$ cat config.mk
export PLATFORM = sky130hd
export DESIGN_NAME = sliding_window_min_max_mean_core
export DESIGN_NICKNAME = d
export VERILOG_FILES = /design/src/rtl/core/swmmm_pkg.sv /design/src/rtl/core/swmmm_div.sv /design/src/rtl/core/swmmm_lane.sv /design/src/rtl/core/sliding_window_min_max_mean_core.sv
export SDC_FILE = /design/constraint.sdc
export NUM_CORES = 2
export LEC_CHECK = 0
export BUFFER_PORTS_ARGS = -buffer_cell sky130_fd_sc_hd__buf_2
export CAP_MARGIN = 20
export CORE_MARGIN = 10
export CORE_UTILIZATION = 60
export CTS_CLUSTER_SIZE = 16
export DETAILED_ROUTE_END_ITERATION = 12
export PLACE_DENSITY = 0.84
export SLEW_MARGIN = 5
export SYNTH_ARGS = -nofsm -noshare
export SYNTH_HDL_FRONTEND = slang
export SYNTH_SLANG_ARGS = --single-unit
$ cat constraint.sdc
create_clock -name aclk -period 60.1 [get_ports aclk]
set_clock_uncertainty 0.1 [all_clocks]
set_input_delay 18.03 -clock aclk [delete_from_list [all_inputs] [get_ports aclk]]
set_output_delay 18.03 -clock aclk [all_outputs]
set_load 0.05 [all_outputs]
$ cat src/rtl/core/swmmm_pkg.sv
`default_nettype none

package swmmm_pkg;

    localparam int SAMPLE_W = 16;
    localparam int AXES     = 3;

    localparam logic signed [SAMPLE_W-1:0] SAMPLE_MAX = 16'sh7FFF;
    localparam logic signed [SAMPLE_W-1:0] SAMPLE_MIN = 16'sh8000;

    typedef struct packed {
        logic accept;
        logic prime;
        logic scan;
        logic div_load;
        logic div_step;
    } lane_ctl_t;

    typedef struct packed {
        logic signed [SAMPLE_W-1:0] mean;
        logic signed [SAMPLE_W-1:0] min;
        logic signed [SAMPLE_W-1:0] max;
    } lane_res_t;

endpackage

`default_nettype wire

$ cat src/rtl/core/swmmm_div.sv
`default_nettype none

module swmmm_div #(
    parameter int SUM_W   = 21,
    parameter int DIVISOR = 32
) (
    input  wire logic                                 aclk,
    input  wire logic                                 load,
    input  wire logic                                 step,
    input  wire logic signed [SUM_W-1:0]              dividend,
    output logic signed [swmmm_pkg::SAMPLE_W-1:0]     quotient
);
    import swmmm_pkg::*;

    // The magnitude of the sum stays below 2**SUM_W, so a reciprocal rounded up with
    // SUM_W + clog2(DIVISOR) fraction bits gives the exact truncated quotient.
    localparam int SHIFT   = SUM_W + $clog2(DIVISOR);
    localparam int RECIP_W = SUM_W + 1;
    localparam int PROD_W  = SUM_W + RECIP_W;
    localparam longint unsigned RECIP_FULL =
        ((64'd1 << SHIFT) + 64'(DIVISOR) - 64'd1) / 64'(DIVISOR);
    localparam logic [RECIP_W-1:0] RECIP = RECIP_W'(RECIP_FULL);

    logic [SUM_W-1:0]           mag_reg, mag_next;
    logic                       neg_reg, neg_next;
    logic signed [SAMPLE_W-1:0] q_reg, q_next;
    logic [PROD_W-1:0]          prod;
    logic [SAMPLE_W-1:0]        q_mag;

    assign prod  = PROD_W'(mag_reg) * PROD_W'(RECIP);
    assign q_mag = prod[SHIFT +: SAMPLE_W];

    always_comb begin
        mag_next = mag_reg;
        neg_next = neg_reg;
        q_next   = q_reg;
        if (load) begin
            neg_next = dividend[SUM_W-1];
            mag_next = dividend[SUM_W-1] ? $unsigned(-dividend) : $unsigned(dividend);
        end else if (step) begin
            q_next = neg_reg ? $signed(~q_mag + 1'b1) : $signed(q_mag);
        end
    end

    always_ff @(posedge aclk) begin
        mag_reg <= mag_next;
        neg_reg <= neg_next;
        q_reg   <= q_next;
    end

    assign quotient = q_reg;

endmodule

`default_nettype wire

$ cat src/rtl/core/swmmm_lane.sv
`default_nettype none

module swmmm_lane #(
    parameter int WINDOW_DEPTH = 32
) (
    input  wire logic                                 aclk,
    input  wire swmmm_pkg::lane_ctl_t                 ctl,
    input  wire logic signed [swmmm_pkg::SAMPLE_W-1:0] sample,
    output swmmm_pkg::lane_res_t                      res
);
    import swmmm_pkg::*;

    localparam int SUM_W = SAMPLE_W + $clog2(WINDOW_DEPTH);

    logic signed [SAMPLE_W-1:0] win_reg  [WINDOW_DEPTH];
    logic signed [SAMPLE_W-1:0] win_next [WINDOW_DEPTH];
    logic signed [SAMPLE_W-1:0] tap;
    logic signed [SUM_W-1:0]    sum_reg, sum_next;
    logic signed [SAMPLE_W-1:0] min_reg, min_next;
    logic signed [SAMPLE_W-1:0] max_reg, max_next;
    logic signed [SAMPLE_W-1:0] mean;

    // The oldest entry sits at the far end; a scan rotates it back to the front.
    assign tap = win_reg[WINDOW_DEPTH-1];

    always_comb begin
        for (int i = 0; i < WINDOW_DEPTH; i++) begin
            win_next[i] = win_reg[i];
        end
        if (ctl.prime) begin
            for (int i = 0; i < WINDOW_DEPTH; i++) begin
                win_next[i] = sample;
            end
        end else if (ctl.accept || ctl.scan) begin
            win_next[0] = ctl.accept ? sample : tap;
            for (int i = 1; i < WINDOW_DEPTH; i++) begin
                win_next[i] = win_reg[i-1];
            end
        end
    end

    always_comb begin
        sum_next = sum_reg;
        min_next = min_reg;
        max_next = max_reg;
        if (ctl.accept) begin
            sum_next = '0;
            min_next = SAMPLE_MAX;
            max_next = SAMPLE_MIN;
        end else if (ctl.scan) begin
            sum_next = sum_reg + SUM_W'(tap);
            if (tap < min_reg) begin
                min_next = tap;
            end
            if (tap > max_reg) begin
                max_next = tap;
            end
        end
    end

    always_ff @(posedge aclk) begin
        for (int i = 0; i < WINDOW_DEPTH; i++) begin
            win_reg[i] <= win_next[i];
        end
        sum_reg <= sum_next;
        min_reg <= min_next;
        max_reg <= max_next;
    end

    swmmm_div #(
        .SUM_W   (SUM_W),
        .DIVISOR (WINDOW_DEPTH)
    ) u_div (
        .aclk     (aclk),
        .load     (ctl.div_load),
        .step     (ctl.div_step),
        .dividend (sum_reg),
        .quotient (mean)
    );

    assign res.mean = mean;
    assign res.min  = min_reg;
    assign res.max  = max_reg;

endmodule

`default_nettype wire

$ cat src/rtl/core/sliding_window_min_max_mean_core.sv
// Channel  | Handshake           | Payload
// -------- | ------------------- | ----------------------------------------------
// input    | s_valid / s_ready   | s_sample_x, s_sample_y, s_sample_z
// result   | m_valid / m_ready   | m_mean_*, m_min_*, m_max_* (x, y, z)
//
// Each item passes through these steps from accept to accept: the block takes it,
// scans the window by rotating it through all WINDOW_DEPTH entries, latches the
// magnitude of the sum, does the reciprocal multiply that gives the mean and hands
// the result to the output register. The three axes run in parallel lanes.
// Reset is synchronous and active low.
// A new item is taken while the previous result still waits; a stall on the result
// channel holds the finished item in the engine.
`default_nettype none

module sliding_window_min_max_mean_core #(
    parameter int WINDOW_DEPTH = 32
) (
    input  wire logic                                  aclk,
    input  wire logic                                  aresetn,
    input  wire logic                                  s_valid,
    output logic                                       s_ready,
    input  wire logic signed [swmmm_pkg::SAMPLE_W-1:0] s_sample_x,
    input  wire logic signed [swmmm_pkg::SAMPLE_W-1:0] s_sample_y,
    input  wire logic signed [swmmm_pkg::SAMPLE_W-1:0] s_sample_z,
    output logic                                       m_valid,
    input  wire logic                                  m_ready,
    output logic signed [swmmm_pkg::SAMPLE_W-1:0]      m_mean_x,
    output logic signed [swmmm_pkg::SAMPLE_W-1:0]      m_mean_y,
    output logic signed [swmmm_pkg::SAMPLE_W-1:0]      m_mean_z,
    output logic signed [swmmm_pkg::SAMPLE_W-1:0]      m_min_x,
    output logic signed [swmmm_pkg::SAMPLE_W-1:0]      m_min_y,
    output logic signed [swmmm_pkg::SAMPLE_W-1:0]      m_min_z,
    output logic signed [swmmm_pkg::SAMPLE_W-1:0]      m_max_x,
    output logic signed [swmmm_pkg::SAMPLE_W-1:0]      m_max_y,
    output logic signed [swmmm_pkg::SAMPLE_W-1:0]      m_max_z
);
    import swmmm_pkg::*;

    localparam int CNT_W = $clog2(WINDOW_DEPTH);
    localparam logic [CNT_W-1:0] SCAN_LAST = CNT_W'(WINDOW_DEPTH - 1);

    typedef enum logic [2:0] {
        ST_IDLE,
        ST_SCAN,
        ST_DLOAD,
        ST_DIV,
        ST_OUT
    } state_t;

    state_t                     state_reg;
    logic [CNT_W-1:0]           cnt_reg;
    logic                       primed_reg;
    logic                       m_valid_reg;
    lane_ctl_t                  ctl;
    lane_res_t                  res [AXES];
    logic signed [SAMPLE_W-1:0] lane_sample [AXES];
    logic                       out_load;
    logic signed [SAMPLE_W-1:0] mean_reg [AXES];
    logic signed [SAMPLE_W-1:0] min_reg  [AXES];
    logic signed [SAMPLE_W-1:0] max_reg  [AXES];

    assign s_ready  = (state_reg == ST_IDLE);
    assign out_load = (state_reg == ST_OUT) && (!m_valid_reg || m_ready);

    assign ctl.accept   = s_valid && s_ready;
    assign ctl.prime    = s_valid && s_ready && !primed_reg;
    assign ctl.scan     = (state_reg == ST_SCAN);
    assign ctl.div_load = (state_reg == ST_DLOAD);
    assign ctl.div_step = (state_reg == ST_DIV);

    assign lane_sample[0] = s_sample_x;
    assign lane_sample[1] = s_sample_y;
    assign lane_sample[2] = s_sample_z;

    for (genvar a = 0; a < AXES; a++) begin : g_lane
        swmmm_lane #(
            .WINDOW_DEPTH (WINDOW_DEPTH)
        ) u_lane (
            .aclk   (aclk),
            .ctl    (ctl),
            .sample (lane_sample[a]),
            .res    (res[a])
        );
    end

    always_ff @(posedge aclk) begin
        if (!aresetn) begin
            state_reg   <= ST_IDLE;
            cnt_reg     <= '0;
            primed_reg  <= 1'b0;
            m_valid_reg <= 1'b0;
        end else begin
            if (out_load) begin
                m_valid_reg <= 1'b1;
            end else if (m_ready) begin
                m_valid_reg <= 1'b0;
            end
            case (state_reg)
                ST_IDLE: begin
                    if (ctl.accept) begin
                        primed_reg <= 1'b1;
                        cnt_reg    <= '0;
                        state_reg  <= ST_SCAN;
                    end
                end
                ST_SCAN: begin
                    if (cnt_reg == SCAN_LAST) begin
                        state_reg <= ST_DLOAD;
                    end
                    cnt_reg <= cnt_reg + 1'b1;
                end
                ST_DLOAD: begin
                    state_reg <= ST_DIV;
                end
                ST_DIV: begin
                    state_reg <= ST_OUT;
                end
                ST_OUT: begin
                    if (out_load) begin
                        state_reg <= ST_IDLE;
                    end
                end
                default: begin
                    state_reg <= ST_IDLE;
                end
            endcase
        end
        if (out_load) begin
            for (int a = 0; a < AXES; a++) begin
                mean_reg[a] <= res[a].mean;
                min_reg[a]  <= res[a].min;
                max_reg[a]  <= res[a].max;
            end
        end
    end

    assign m_valid  = m_valid_reg;
    assign m_mean_x = mean_reg[0];
    assign m_mean_y = mean_reg[1];
    assign m_mean_z = mean_reg[2];
    assign m_min_x  = min_reg[0];
    assign m_min_y  = min_reg[1];
    assign m_min_z  = min_reg[2];
    assign m_max_x  = max_reg[0];
    assign m_max_y  = max_reg[1];
    assign m_max_z  = max_reg[2];

endmodule

`default_nettype wire

==> flow_summary.toml <==
[run_status]
outcome = "finished clean"

[clocking]
hold_buffers = 0
cts_resized = 0
cts-root-buf = "clkbuf_16"
clock_path_buffers = 3
h-tree-depth = 4
clk_latency_ns = 0.82
cts_num_sinks = 1948
cts.clk_slew.worst_paths_ns = 0.06
cts_tree = "done"
numCtsBuffers = 184
cts_setup_buffers = 0

[logic_synthesis]
synth-seq-cells = 1948
ys_seq_area_frac = 0.712
syn_nets = 5714
syn_area_um2 = 79800
syn_inst = 5501
yosys_warnings = 0
synth_most_common_cell = "edfxtp_1"
avgSynthCellArea_um2 = 14.5
synth_area_leaders = "edfxtp_1 (67%), a21o_1 (15%), dfxtp_1 (4.2%)"
synth_top_cells_by_count = "edfxtp_1 (1779), a21o_1 (1548), clkbuf_1 (325)"
synth_top_area_cell = "edfxtp_1"
yosysTopAreaCellShare = 0.669
ys_types = 61
synth-edff-count = 1779
synth_flop_cell = "edfxtp_1"
postSynth.asyncResetShare = 0

[cells_and_area]
multi_input_area_um2 = 21000
seqCellArea_um2 = 56800
fillers = 8328
fin_nets = 5757
stdcell_count = 7464
drive_gt1_frac = 0.104
area.growth.synth_to_final_pct = 11.2
largest_reg_flops = 1536

[detailed_routing]
vias = 45300
vias_per_cell = 6.07
first_pass_iters = 6
drtIter0Drc = 5476
routedWlPerCell_um = 20.6
post-route-drc-count = 0
postRouteAntennaNets = 0
wl_mm = 154

[power]
p_leak_nw = 39.8
powerDensity_nw_per_um2 = 40.0
irDropWorstVdd_v = 0.0000339

[timing]
worst_pin_slew_ns = 1.35
fmax_ghz = 0.0442
rsz0062_at_grt = "no"
finalSetupViolCount = 0
slew_headroom = 0.103
period_share = 0.376
finalCriticalPeriod_ns = 22.62
hold_viol = 0
final_max_slew_viol_count = 0
setup_tns_ns = 0

[setup_path]
critPathMaxStageDelay_ns = 0.84
critPathKind = "in2reg"
required_ns = 60.47
path_delay_family = "buffers and inverters"
cp-end-kind = "flip-flop"
critPathMostFrequentCell = "buf_4"
cp_slowest_cell = "buf_4"
crit_fanout = 149
cp.arrival_ns = 22.99
path_buf_inv = 7
path_cells = "buf_2 > and3_4 > nor2_1 > inv_8 > buf_4 > buf_4 > buf_4 > buf_4 > buf_16"
critPathLaunchType = "input pin"

[grt]
grt_max_degree = 265
overflow = 0
grt_pass1_vias = 42700
grtUsageTotal = 0.199
grt_first_pass_wirelength_mm = 236
antenna_found_initial = 20

[floorplan]
coreArea_um2 = 132000
die_w_um = 385
dieArea_um2 = 148000
start_util = 0.606
ios = 198
rows = 133
die_height_um = 385

[placement]
place.detailed.hpwl_mm = 87.4
place.gp.congestion = 0.851
io_buffers = 197
dp_cells = 7065

[min_path]
worstHoldPathType = "reg2reg"

[flow_run]
maxCapViolCount = 0
==> where the power goes <==
part | total (mW) | internal [mW] | switching (mW)
clock network | 1.15 | 0.651 | 0.501
registers | 1.85 | 1.73 | 0.122
logic | 0.553 | 0.244 | 0.309
==> path summary, 6_finish.rpt <==
| kind | endpoint | startpoint | cells after the start | slack [ns] |
|---|---|---|---|---|
| setup reg to reg | g_lane[2].u_lane.win_reg[1][45] | state_reg[0] | 9 | 54.13 |
| hold / removal | mean_reg[0][45] | g_lane[2].u_lane.u_div.quotient[13] | 0 | 0.31 |
| setup / recovery | g_lane[2].u_lane.win_reg[1][45] | s_valid | 9 | 37.48 |
| hold reg to reg | mean_reg[0][45] | g_lane[2].u_lane.u_div.quotient[13] | 0 | 0.31 |
==> metal layers <==
| metal | part of all wire | vias to the layer above | global-route usage |
|---|---|---|---|
| li1 | - | 20700 | - |
| met1 | 0.42 | 22600 | 0.289 |
| met2 | 0.46 | 1698 | 0.294 |
| met3 | 0.091 | 289 | 0.0506 |
| met4 | 0.027 | 10 | 0.0636 |
| met5 | 0.00049 | - | 0 |
==> layout make-up <==
| class | count | share of cell area |
|---|---|---|
| Clock buffer | 229 | 0.0552 |
| Multi-Input combinational cell | 2990 | 0.236 |
| Antenna cell | 7 | 0.000197 |
| Timing Repair Buffer | 298 | 0.0259 |
| Sequential cell | 1948 | 0.640 |
| Clock inverter | 115 | 0.0125 |
| Inverter | 122 | 0.00524 |
| Tap cell | 1755 | 0.0247 |
==> placed cells by master (no fill, tap or decap), types with 9 or more instances in the layout <==
master,synthesis,routed
a211oi_1,17,17
a21o_1,1548,1548
a21oi_1,152,152
a31oi_1,9,9
and2_0,12,12
and2_1,45,45
and3_1,16,13
buf_16,0,14
buf_2,0,197
buf_4,0,55
buf_8,0,26
bufinv_16,0,16
clkbuf_1,325,36
clkbuf_16,0,187
clkinv_1,0,40
clkinv_2,0,33
dfxtp_1,169,169
edfxtp_1,1779,1779
ha_1,158,158
inv_1,122,121
mux2i_1,16,16
nand2_1,290,289
nand2b_1,19,18
nand3_1,104,103
nand4_1,13,13
nor2_1,55,54
nor2b_1,12,12
nor3_1,43,41
o211ai_1,13,13
o21a_1,14,14
o21ai_0,177,176
o31ai_1,25,25
o41ai_1,9,9
or3_1,9,9
or4_1,15,15
xnor2_1,108,108
xor2_1,29,29
==> stage by stage <==
| stage | area (um2) | worst slack [ns] | hold WS, ns | total power [mW] | util |
|---|---|---|---|---|---|
| CTS | 87900 | 36.93 | 0.307 | 3.55 | 0.667 |
| floorplan | 79800 | 9.98 | 0.300 | 2.35 | - |
| finish | 88700 | 37.48 | 0.306 | 3.55 | 0.673 |
| global placement | 81900 | 36.25 | 0.304 | 2.35 | 0.621 |
| detailed placement | 81900 | 36.05 | 0.305 | 2.39 | 0.621 |
| global route | 88700 | 37.16 | 0.319 | 3.70 | 0.673 |
==> logic make-up (layout without fill, tap and decap cells) <==
group                    Yosys count  in the layout  share of synthesized area
multiplexers                      16             16                    0.00201
XOR/XNOR                         137            137                     0.0150
AO/OA/AOI/OAI                   2008           2008                      0.179
flip-flops                      1948           1948                      0.712
other                              0              7                          0
AND/OR/NAND/NOR                  668            668                     0.0403
buffers and inverters            563            764                     0.0265
adder cells (fa/ha/maj)          161            161                     0.0255
Power figures use the tool's default switching activity.
